<file path="src/hw/rtl/lzpd_pkg.sv">
// Shared types and constants for the prefix-coded LZ decompressor.
// Used by lzpd_token_decode and lz_prefix_coded_decompressor; no dependencies.
`default_nettype none
package lzpd_pkg;

    localparam logic [12:0] CHECK_DEPTH = 13'h113F;
    localparam logic [7:0]  FILL_BYTE   = 8'hE5;
    localparam logic [6:0]  MAX_RESULTS = 7'd64;

    localparam logic [1:0] STAT_DATA     = 2'd0;
    localparam logic [1:0] STAT_DONE     = 2'd1;
    localparam logic [1:0] STAT_OVERRUN  = 2'd2;
    localparam logic [1:0] STAT_BADCOUNT = 2'd3;

    typedef enum logic [2:0] {
        TOK_NEED  = 3'd0,
        TOK_LIT   = 3'd1,
        TOK_DEPTH = 3'd2,
        TOK_COUNT = 3'd3,
        TOK_BAD   = 3'd4
    } tok_kind_t;

    typedef struct packed {
        tok_kind_t   kind;
        logic [4:0]  len;
        logic [12:0] depth;
        logic [9:0]  count;
        logic [7:0]  lit;
    } tok_t;

endpackage
`default_nettype wire

</file>
<file path="src/hw/rtl/lzpd_token_decode.sv">
// Decodes the next token at the bottom of the bit window.
// Depends on lzpd_pkg for the token struct.
`default_nettype none
module lzpd_token_decode (
    input  wire logic [31:0] window,
    input  wire logic [5:0]  held,
    input  wire logic        awaiting,
    output lzpd_pkg::tok_t   tok
);

    logic [3:0]  tz;
    logic [3:0]  avail;
    logic [4:0]  clen;
    logic [16:0] shifted;
    logic [8:0]  mask;
    logic [4:0]  dlen;
    logic [12:0] dval;

    always_comb
    begin
        // Trailing zeros of the low nine bits, nine when all are zero.
        tz = 4'd9;
        for (int i = 8; i >= 0; i--)
        begin
            if (window[i])
            begin
                tz = 4'(i);
            end
        end
        avail   = (held < 6'd9) ? held[3:0] : 4'd9;
        clen    = {tz, 1'b0} + 5'd1;
        shifted = window[16:0] >> (tz + 4'd1);
        mask    = 9'((10'd1 << tz) - 10'd1);

        if (window[1:0] == 2'b00)
        begin
            dlen = 5'd8;
            dval = {7'd0, window[7:2]};
        end
        else if (!window[2])
        begin
            dlen = 5'd11;
            dval = {5'd0, window[10:3]} + 13'h0040;
        end
        else
        begin
            dlen = 5'd15;
            dval = {1'b0, window[14:3]} + 13'h0140;
        end

        tok       = '0;
        tok.kind  = lzpd_pkg::TOK_NEED;
        tok.lit   = {window[0], window[8:2]};
        tok.depth = dval;
        tok.count = 10'((11'd1 << tz) + 11'd1 + {2'd0, shifted[8:0] & mask});

        if (!awaiting)
        begin
            if (held >= 6'd2)
            begin
                if (window[1:0] == 2'b01 || window[1:0] == 2'b10)
                begin
                    if (held >= 6'd9)
                    begin
                        tok.kind = lzpd_pkg::TOK_LIT;
                        tok.len  = 5'd9;
                    end
                end
                else if (window[1:0] == 2'b00 || held >= 6'd3)
                begin
                    if (held >= {1'b0, dlen})
                    begin
                        tok.kind = lzpd_pkg::TOK_DEPTH;
                        tok.len  = dlen;
                    end
                end
            end
        end
        else
        begin
            if (tz >= avail)
            begin
                if (held >= 6'd9)
                begin
                    tok.kind = lzpd_pkg::TOK_BAD;
                    tok.len  = 5'd9;
                end
            end
            else if (held >= {1'b0, clen})
            begin
                tok.kind = lzpd_pkg::TOK_COUNT;
                tok.len  = clen;
            end
        end
    end

endmodule
`default_nettype wire

</file>
<file path="config.mk">
export PLATFORM = sky130hd
export DESIGN_NAME = lzpd_token_decode
export DESIGN_NICKNAME = d
export VERILOG_FILES = /design/src/hw/rtl/lzpd_pkg.sv /design/src/hw/rtl/lzpd_token_decode.sv
export SDC_FILE = /design/constraint.sdc
export NUM_CORES = 1
export LEC_CHECK = 0
export BUFFER_PORTS_ARGS = -buffer_cell sky130_fd_sc_hd__buf_2
export CAP_MARGIN = 20
export CORE_MARGIN = 5
export CORE_UTILIZATION = 30
export DETAILED_ROUTE_END_ITERATION = 6
export PLACE_DENSITY = 0.57
export SLEW_MARGIN = 5
export SYNTH_ARGS = -nofsm -noshare
export SYNTH_HDL_FRONTEND = slang
export SYNTH_SLANG_ARGS = --single-unit
export TNS_END_PERCENT = 5
</file>
<file path="constraint.sdc">
create_clock -name vclk -period 6.4
set_clock_uncertainty 0.1 [all_clocks]
set_input_delay 1.28 -clock vclk [all_inputs]
set_output_delay 1.28 -clock vclk [all_outputs]
set_load 0.02 [all_outputs]
</file>
Word-level counts from Yosys, hierarchy flattened
Cells that the tools add are included.
{"block": "word_totals", "ff_bits": 0, "latchBits": 0, "mem_bits_rw": 0, "romBits": 0, "input_bits": 39, "out_inout_bits": 39, "word_cells": 46, "memories": 0}
{"block": "classes", "addsub": 7, "n_mul": 0, "div": 0, "order_cmp": 7, "n_eq_ne": 2, "n_shift": 3, "mux": 23, "bitwise": 1, "n_reduce_logical": 3}
{"operator": "$mux W8", "n": 5}
{"operator": "$mux W4", "n": 9}
{"operator": "$mux W13", "n": 2}
{"operator": "$mux W7", "n": 3}
{"operator": "$shr A17 B4 Y9", "n": 1}
{"operator": "$add A12 B9 Y13 const B", "n": 1}
{"operator": "$ge A6 B2 Y1 const B", "n": 2}
{"operator": "$ge A6 B5 Y1", "n": 2}
{"operator": "$add A10 B1 Y10 const B", "n": 1}
{"operator": "$add A10 B9 Y10", "n": 1}
{"operator": "$shl A1 B4 Y10 const A", "n": 1}
{"operator": "$add A8 B7 Y9 const B", "n": 1}
{"operator": "$and A9 B9 Y9", "n": 1}
{"operator": "$shl A1 B4 Y9 const A", "n": 1}
{"operator": "$sub A9 B1 Y9 const B", "n": 1}
{"operator": "$ge A6 B4 Y1 const B", "n": 1}
{"operator": "$lt A6 B4 Y1 const B", "n": 1}
{"operator": "$mux W3", "n": 2}
{"operator": "$mux W6", "n": 1}
{"operator": "$add A5 B1 Y5 const B", "n": 1}
{"operator": "$add A4 B1 Y4 const B", "n": 1}
{"operator": "$ge A4 B4 Y1", "n": 1}
{"operator": "$eq A2 B1 Y1 const B", "n": 1}
{"operator": "$eq A2 B2 Y1 const B", "n": 1}
{"operator": "other kinds (3)", "n": 4}

Logic depth before layout (Yosys ltp)
Gate-level depths: netlist (run 1).
{"block": "depth", "ltp_word": 14, "ltp_mapped": 21, "ltp_nobuf": 19}

Least setup slack after synthesis (run 1)
Ideal clock, no wire load.
{"block": "synth_path", "kind": "input -> output", "startpoint": "in window[6]", "endpoint": "out tok[16] in the netlist's numbering", "t_arrival_ns": 5.650, "required_ns": 5.020, "slack_ns": -0.630, "stages": 20, "n_path_buf": 2, "cell_sequence": "clkbuf_1 > nor2_1 > nor3_1 > o311ai_0 > inv_1 > ha_1 > ha_1 > clkbuf_1 > mux4_2 > a32oi_2 > o211a_1 > inv_1 > fa_1 > a21o_1 > a21oi_1 > o21bai_1 > a21oi_1 > o21bai_1 > a21oi_1 > xnor2_1"}
{"element": "from (decl)", "line": "lzpd_token_decode.sv:5", "rtl": "input wire logic [31:0] window,"}
{"element": "to (decl)", "line": "lzpd_token_decode.sv:8", "rtl": "output lzpd_pkg::tok_t tok"}

==> results.md, run 1 <==
- Total routed wirelength: 6509 um
- Post-DP HPWL: 5257 um
- Final net count: 437
- Crit Path Max Fanout: 11
- P_sw: 140.8 uW
- Global route overflow: 0
- Ports: 78
- Ant diodes: 0
- DR vias/cell: 5.298
- Crit path from: window[3]
- Metal2 WL: 3051 um
- Mapped Nets: 352
- Flip-flop and latch count: 0
- Top cells by area, synth: ha_1, a21oi_1, mux4_2, nor2_1, mux2i_1
- Critical path class: primary input to primary output
- Sequential share of power: 0%
- Outcome: completed
- Leakage: 0.001377 uW
- Die area: 8458 um2
- Sw Share: 55.29%
- HP Class: primary input to primary output
- Critical path depth: 21
- Final GP Congestion: 0.8523
- First-pass GRT wire length: 10,840 um
- Average cell area after synthesis: 7.123 um2
- Share of cells above drive strength 1: 39.62%
- Gate power share: 100.0%
- Area share of the largest cell type after synthesis: 18.00%
- Met1 wire length: 3159 um
- Commonest non-fill, non-tap cells in the layout: buf_2, buf_4, ha_1, nand2_1, nor2_1
- Crit path required time: 5.02 ns
- Vias in the first global route: 2,297
- Mapped Area: 2016 um2
- Die Ht: 91.97 um
- Placed cell area: 2597 um2
- Pwr Total: 254.7 uW
- Final setup violation count: 0
- Initial Util: 31.21%
- Min Tclk post-route: 6.293 ns
- Most used cell along the critical path: a21oi_2
- Hold-critical path depth: 2
- Final Hold Fails: 0
- Initial DRC count: 94
- DRC violations left: 0
- Seq/Total Area, Yosys: 0%
- Setup TNS: 0 ns
- P&R area growth vs syn: 40.35%
- Worst endpoint data arrival time: 4.91 ns
- CP cell instances: buf_12 -> or2_4 -> a211o_1 -> and2_4 -> ha_4 -> ha_4 -> buf_12 -> a31oi_1 -> o21ai_1 -> a32oi_2 -> o211a_4 -> inv_2 -> fa_2 -> a21o_1 -> a21oi_2 -> o21bai_1 -> a21oi_2 -> o21bai_1 -> a21oi_2 -> xnor2_2 -> buf_4
- RSZ-0062 raised after global routing: true
- Power density over the cells: 90.03 nW/um2
- Commonest non-fill, non-tap cell in the layout: buf_2
- Worst VDD drop: 0.03981 mV
- Synth cell types: 59
- Worst Path Buf+Inv: 4
- Wire length on met3: 272 um
- Yosys top cell by area: ha_1
- Final period util: 98.33%
- Via count: 2,347
- Clk_buf instances: 0
- Initial antenna violation count: 0
- Worst setup EP type: primary output
- Die X-Extent: 91.97 um
- Slew Limit Fails: 0
- Hold_buf cts: 0
- Max Freq: 158.9 MHz
- Mapped Cells: 283
- Relative slew slack: 48.98%
- Row cnt: 29
- Worst path max stage delay: 0.35 ns
- Wire length per cell: 14.69 um
- Crit start category: primary input
- Int Pwr: 113.9 uW
- Final instance area: 2829 um2
- Largest net degree at the start of global routing: 21
- Crit path to: tok[16]
- Max-Cap Viols: 0
- Crit-path leading delay family: compound AO/OA/AOI/OAI gates
- Total track usage: 14.73%
- Drt pass-1 iters: 4
- Slowest-stage cell, CP: fa_2
- Core footprint: 6459 um2
- Yosys warning count: 0
- Clock power frac: 0%
- Storage cell area: 0 um2
- Top layer in use: met4
- Worst slew pin tran: 0.7535 ns
- Remaining antenna violation count: 0
- Port bufs: 63
-- stage by stage --
stage	setup WS, ns	util (%)	hold slack, ns	instances
final	0.1070	43.80	2.709	443
after global routing	-0.04317	43.80	2.719	443
after CTS	0.07738	40.22	2.756	431
after detailed placement	0.07959	40.22	2.756	431
after global placement	0.09563	40.22	2.753	431
after floorplan	-0.004383	-	2.540	283
-- worst min-delay path by stage --
stage | start | to | slack, ns
global route | window[5] | tok[3] | 2.72
floorplan | window[9] | tok[24] | 2.54
finish | window[5] | tok[3] | 2.71
global placement | window[5] | tok[3] | 2.75
CTS | window[5] | tok[3] | 2.76
detailed placement | window[5] | tok[3] | 2.76
-- routing by layer --
layer	vias up	global-route usage [%]
met5	-	0
met2	62	24.88
met3	2	0.6547
li1	1211	-
met4	0	0.8663
met1	1072	21.68
-- cell usage after synthesis, types with 6 or more instances --
cell type  number
a21o_1          7
inv_1          14
xnor2_1         7
nor2b_1        10
o21ai_0        12
nand2_1        21
buf_4           8
a21oi_1        23
clkbuf_1       12
mux2i_1         8
nor2_1         23
mux2_2          6
nor3_1         11
ha_1           29
-- cell families (layout without fill, tap and decap cells) --
logic type	Yosys count	after routing	share of synthesized area, %
compound gates	88	88	29.98
xor+xnor	11	11	4.780
fa+ha+maj	30	30	18.99
buf+inv	39	122	9.249
mux	19	19	12.91
simple gates	96	96	24.09
-- area by class of cell --
cell class	count	area (um2)
fillers	656	3630
inverters	16	63.81
well taps	77	96.34
multi-input cells	244	1952
repair buffers	106	716.9
-- power by group through the flow --
stage | Clock (uW) | Sequential, uW | Combinational, uW
floorplan | 0 | 0 | 162
global placement | 0 | 0 | 235
detailed placement | 0 | 0 | 237
CTS | 0 | 0 | 238
global route | 0 | 0 | 280
finish | 0 | 0 | 255
-- what timing repair did --
item,in CTS,in global routing
setup endpoints to repair,0,5
resized for setup,0,36
buffers inserted,0,11
(Power assumes the default switching activity.)
==> run 2: changes to the inputs <==
- PLACE_DENSITY: 0.57 -> 0.55
- clock period: 6.4 -> 7.16 ns (I/O delays scaled with it)
==> run 2 against run 1 <==
  * Wire length shrank 4.0%
  * Non-clock buffer count shrank 31
  * Final cell count is 7.0% lower
==> results.md, run 2 (synthesis results as in run 1) <==
- Outcome: completed
- Total track usage: 14.09% (-0.63 points)
- Port bufs: 63 (unchanged)
- Crit-path leading delay family: compound AO/OA/AOI/OAI gates
- Share of cells above drive strength 1: 30.15% (-9.5 points)
- DRC violations left: 0 (unchanged)
- DR vias/cell: 5.461 (+3.1%)
- Min Tclk post-route: 6.893 ns
- Max-Cap Viols: 0 (unchanged)
- Final GP Congestion: 0.9081 (+6.5%)
- Initial DRC count: 117 (+24%)
- Postcts setup bufs: 0 (unchanged)
- Final Hold Fails: 0 (unchanged)
- Total routed wirelength: 6247 um (-4.0%)
- Max Freq: 145.1 MHz
- Commonest non-fill, non-tap cells in the layout: buf_2, ha_1, nor2_1, a21oi_1, nand2_1
- Setup TNS: 0 ns (unchanged)
- Critical path depth: 19 (-9.5%)
- Worst setup EP type: primary output
- Die area: 8458 um2 (unchanged)
- Worst endpoint data arrival time: 5.36 ns (+0.45 ns)
- Leakage: 0.001192 uW (-13%)
- Flip-flop and latch count: 0 (unchanged)
- Row cnt: 29 (unchanged)
- Crit path to: tok[16]
- Largest net degree at the start of global routing: 19 (-9.5%)
- Crit path required time: 5.63 ns (+0.61 ns)
- Fin cells: 412 (-7.0%)
- Crit Path Max Fanout: 6 (-5)
- Via count: 2,250 (-4.1%)
- Slowest-stage cell, CP: fa_1
- Relative slew slack: 49.99% (+1.0 points)
- Core footprint: 6459 um2 (unchanged)
- Commonest non-fill, non-tap cell in the layout: buf_2
- Initial antenna violation count: 0 (unchanged)
- Crit path from: window[5]
- Final net count: 406 (-7.1%)
- First-pass GRT wire length: 10,320 um (-4.8%)
- Final period util: 96.27%
- Remaining antenna violation count: 0 (unchanged)
- Wire length per cell: 15.16 um (+3.2%)
- P&R area growth vs syn: 20.42%
- RSZ-0062 raised after global routing: false
- Ant diodes: 0 (unchanged)
- Worst Path Buf+Inv: 3 (-1)
- Storage cell area: 0 um2 (unchanged)
- Final setup violation count: 0 (unchanged)
- Placed cells: 412 (-4.4%)
- Power density over the cells: 81.82 nW/um2 (-9.1%)
- HP Class: primary input to primary output
- Vias in the first global route: 2,109 (-8.2%)
- Global route overflow: 0 (unchanged)
- Worst path max stage delay: 0.41 ns (+0.06 ns)
- Clk_buf instances: 0 (unchanged)
- Crit start category: primary input
- Final core utilization: 37.58% (-6.2 points)
- Die X-Extent: 91.97 um (unchanged)
- Slew Limit Fails: 0 (unchanged)
- Drt pass-1 iters: 4 (unchanged)
- Initial Util: 31.21% (unchanged)
- Die Ht: 91.97 um (unchanged)
- Worst slew pin tran: 0.7384 ns (-0.01503 ns)
- Worst VDD drop: 0.03559 mV (-11%)
- Post-DP HPWL: 5156 um (-1.9%)
- Ports: 78 (unchanged)
- CP cell instances: buf_2 -> or2_4 -> a211o_1 -> and2_4 -> ha_1 -> ha_1 -> mux4_2 -> a32oi_2 -> o211a_1 -> inv_1 -> fa_1 -> a21o_1 -> a21oi_2 -> o21bai_1 -> a21oi_1 -> o21bai_1 -> a21oi_1 -> xnor2_1 -> buf_2
- Critical path class: primary input to primary output
## run 2: changes by cell type in the layout (fill, tap and decap cells not counted), sizes merged
cell,change
buf,-29
clkbuf,-2
clkinv,-1
inv,+1
## run 2: where the power goes
part	switching (uW)	leakage (uW)	internal [uW]
logic	119	0.00119	80.0
clock network	0	0	0
registers	0	0	0
## run 2: area by class of cell
class                      count  area, um2
fill                         693       4031
inverter                      16      62.56
tap                           77      96.34
timing repair buffer          75      405.4
multi-input combinational    244       1863
## run 2: per-stage QoR
stage	worst slack [ns]	hold slack, ns	power (uW)	instance area (um2)
3_5_place_dp	0.2314	3.070	196.1	2391
3_3_place_gp	0.2154	3.069	194.7	2391
5_1_grt	0.04871	3.082	218.3	2427
6_report	0.2669	3.073	198.6	2427
4_1_cts	0.2147	3.072	197.2	2391
2_1_floorplan	0.08087	2.844	140.1	2017
## run 2: layer usage
layer  vias up  GRT usage, %  wire length [um]
li1       1143             -                 -
met1      1052         21.08              3116
met2        55         23.72              2875
met3         0        0.4092               255
met4         0        0.4950                 0
met5         -             0                 0
## run 2: worst min path at each step
| stage | slack (ns) | start | end | cells past startpoint |
|---|---|---|---|---|
| floorplan | 2.84 | window[9] | tok[24] | 1 |
| global placement | 3.07 | window[8] | tok[6] | 2 |
| detailed placement | 3.07 | window[8] | tok[6] | 2 |
| CTS | 3.07 | window[8] | tok[6] | 2 |
| global route | 3.08 | window[8] | tok[6] | 2 |
| finish | 3.07 | window[8] | tok[6] | 2 |
## run 2: repair_timing
item	in CTS	in global routing
hold buffers	0	0
endpoints found under the setup margin	0	1
resized for setup	0	9
==> run 3: changes to the inputs <==
- ABC_AREA: not set -> 1
- CORE_UTILIZATION: 30 -> 53
- PLACE_DENSITY: 0.55 -> 0.87
==> run 3 against run 2 <==
  * Die area down 39%
  * Final area is 5.3% lower
  * Wire length down 13%
  * Final cell count increased by 10%
  * Sequential cell count did not move
  * Synthesized cell count up 26%
  * Total power decreased by 3.3%
  * Critical endpoint unchanged
  * First-iteration DRC count is 13% higher
  * Hold slack lost 0.031 ns
  * Critical path depth rose by 3
  * Count of clock-buffer cells in the layout is the same
  * Core utilization rose by 25 points
==> results.md, run 3 <==
- Yosys warning count: 0 (unchanged)
- Worst setup EP type: primary output
- Hold_buf cts: 0 (unchanged)
- Min-Delay Startpoint: window[8]
- Ports: 78 (unchanged)
- Storage cell area: 0 um2 (unchanged)
- Multi-input logic area: 1684 um2 (-9.6%)
- Yosys top cell by area: ha_1
- Post-DP HPWL: 4580 um (-11%)
- Min Tclk post-route: 6.784 ns (-0.1091 ns)
- Drt pass-1 iters: 6 (+2)
- Total routed wirelength: 5455 um (-13%)
- Leakage: 0.001330 uW (+12%)
- Placed cells: 453 (+10%)
- Remaining antenna violation count: 0 (unchanged)
- Max-Cap Viols: 0 (unchanged)
- RSZ-0062 raised after global routing: false
- Mapped Area: 2014 um2 (about the same)
- Max Freq: 147.4 MHz (+1.6%)
- Most numerous cell in the Yosys netlist: nand2_1
- Filler cells: 389 (-44%)
- Worst slew pin tran: 0.5361 ns (-0.2024 ns)
- Average cell area after synthesis: 5.643 um2 (-21%)
- Crit Path Max Fanout: 13 (+7)
- Crit path required time: 5.63 ns (about the same)
- Final Hold Fails: 0 (unchanged)
- Outcome: completed
- Initial DRC count: 132 (+13%)
- Hold Path End: tok[6]
- Initial antenna violation count: 0 (unchanged)
- Commonest non-fill, non-tap cell in the layout: nand2_1
- Critical path class: primary input to primary output
- Port bufs: 63 (unchanged)
- Crit start category: primary input
- Via count: 2,393 (+6.4%)
- Synth cell types: 40 (-32%)
- Power density over the cells: 83.46 nW/um2 (+2.0%)
- Final GP Congestion: 0.9346 (+2.9%)
- HP Class: primary input to primary output
- Final period util: 94.75% (-1.5 points)
- Most common library cells after synthesis: nand2_1, inv_1, nor2_1, ha_1, nand3_1
- Share of cells above drive strength 1: 23.89% (-6.3 points)
- Flip-flop and latch count: 0 (unchanged)
- Die Ht: 71.65 um (-22%)
- Fin cells: 454 (+10%)
- Vias in the first global route: 2,125 (+0.76%)
- Seq/Total Area, Yosys: 0% (unchanged)
- P&R area growth vs syn: 14.16%
- Wire length per cell: 12.02 um (-21%)
- Clk_buf instances: 0 (unchanged)
- Mapped Nets: 426 (+21%)
- Final setup violation count: 0 (unchanged)
- Top cells by area, synth: ha_1, nand2_1, inv_1, nor2_1, nand3_1
- Setup TNS: 0 ns (unchanged)
- Pwr Total: 191.9 uW (-3.3%)
- DR vias/cell: 5.271 (-3.5%)
- Row cnt: 22 (-24%)
- Relative slew slack: 63.99% (+14 points)
- Worst VDD drop: 0.04714 mV (+32%)
- Slew Limit Fails: 0 (unchanged)
- Final net count: 477 (+17%)
- Core footprint: 3661 um2 (-43%)
- Die X-Extent: 71.65 um (-22%)
- Die area: 5134 um2 (-39%)
- Mapped Cells: 357 (+26%)
- Initial Util: 55.02% (+24 points)
- Largest net degree at the start of global routing: 27 (+8)
- Commonest non-fill, non-tap cells in the layout: nand2_1, buf_2, inv_1, nor2_1, ha_1
- Total track usage: 20.70% (+6.6 points)
- Area share of the largest cell type after synthesis: 18.01% (about the same)
- Hold-critical path depth: 2 (unchanged)
- DRC violations left: 0 (unchanged)
- Global route overflow: 0 (unchanged)
- Ant diodes: 0 (unchanged)
- First-pass GRT wire length: 9177 um (-11%)
- Worst endpoint data arrival time: 5.25 ns (-0.11 ns)
run 3: cell count changes in the layout (fill, tap and decap cells not counted), sizes merged, moves of 10 or more:
cell and delta:
nand3 +26, nand2 +58, o21ai +19, inv +38
nor2 +23, nor2b -10
run 3: layout make-up:
cell class | count | area share [%]
multi-input combinational | 284 | 73.23
inverter | 55 | 9.140
timing repair buffer | 67 | 15.02
tap | 48 | 2.612
run 3: critical path: stages:
cell and delay (ns):
buf_2 0.13, inv_2 0.07, a211oi_2 0.29, nor3_1 0.09
nor3_2 0.29, inv_1 0.16, ha_1 0.36, clkinvlp_4 0.22
o21ai_0 0.26, o21ai_0 0.10, o22ai_1 0.19, nor2_1 0.11
fa_1 0.43, nand3_1 0.08, nand2_1 0.08, a21oi_1 0.14
inv_1 0.06, a21oi_1 0.20, o21bai_1 0.10, a21oi_1 0.15
xor2_1 0.14, buf_2 0.17
run 3: repair_timing:
action	4_1_cts	5_1_grt
resized for setup	0	3
hold endpoints to repair	0	0
endpoints found under the setup margin	0	1
buffers inserted	0	1
run 3: routing by layer:
layer | up-vias | global-route usage [%] | share of wire [%] | wire length [um]
li1 | 1265 | - | - | -
met1 | 1041 | 27.64 | 45 | 2457
met2 | 85 | 37.96 | 48 | 2634
met3 | 2 | 1.122 | 6.3 | 342
met4 | 0 | 1.253 | 0.38 | 21
met5 | - | 0 | 0 | 0
run 3: how the worst max path moves through the flow:
| stage | from | end | cells past startpoint |
|---|---|---|---|
| after floorplan | window[7] | tok[16] | 28 |
| after global placement | window[7] | tok[16] | 23 |
| after detailed placement | window[7] | tok[16] | 23 |
| after CTS | window[7] | tok[16] | 23 |
| after global routing | window[7] | tok[16] | 26 |
| final | window[7] | tok[16] | 22 |
run 3: cells by family (layout without fill, tap and decap cells):
kind of cell    Yosys count  after routing  synth area share (%)
compound gates           67             67                 18.82
xor+xnor                 10             10                 4.348
fa+ha+maj                30             30                 19.01
buf+inv                  73            122                 16.89
simple gates            177            177                 40.93
run 3: through the flow:
step	area, um2	setup slack, ns	util [%]	hold slack (ns)
floorplan	2014	0.5694	-	2.844
finish	2300	0.3760	62.82	3.042
CTS	2278	0.1756	62.24	3.044
global route	2300	0.01845	62.82	3.053
global placement	2278	0.2481	62.24	3.040
detailed placement	2278	0.1870	62.24	3.042
run 3: power by group:
group	internal, uW	leakage [uW]	total, uW	switching, uW
logic	66.6	0.00133	192	125
clock network	0	0	0	0
registers	0	0	0	0
total	66.6	0.00133	192	125
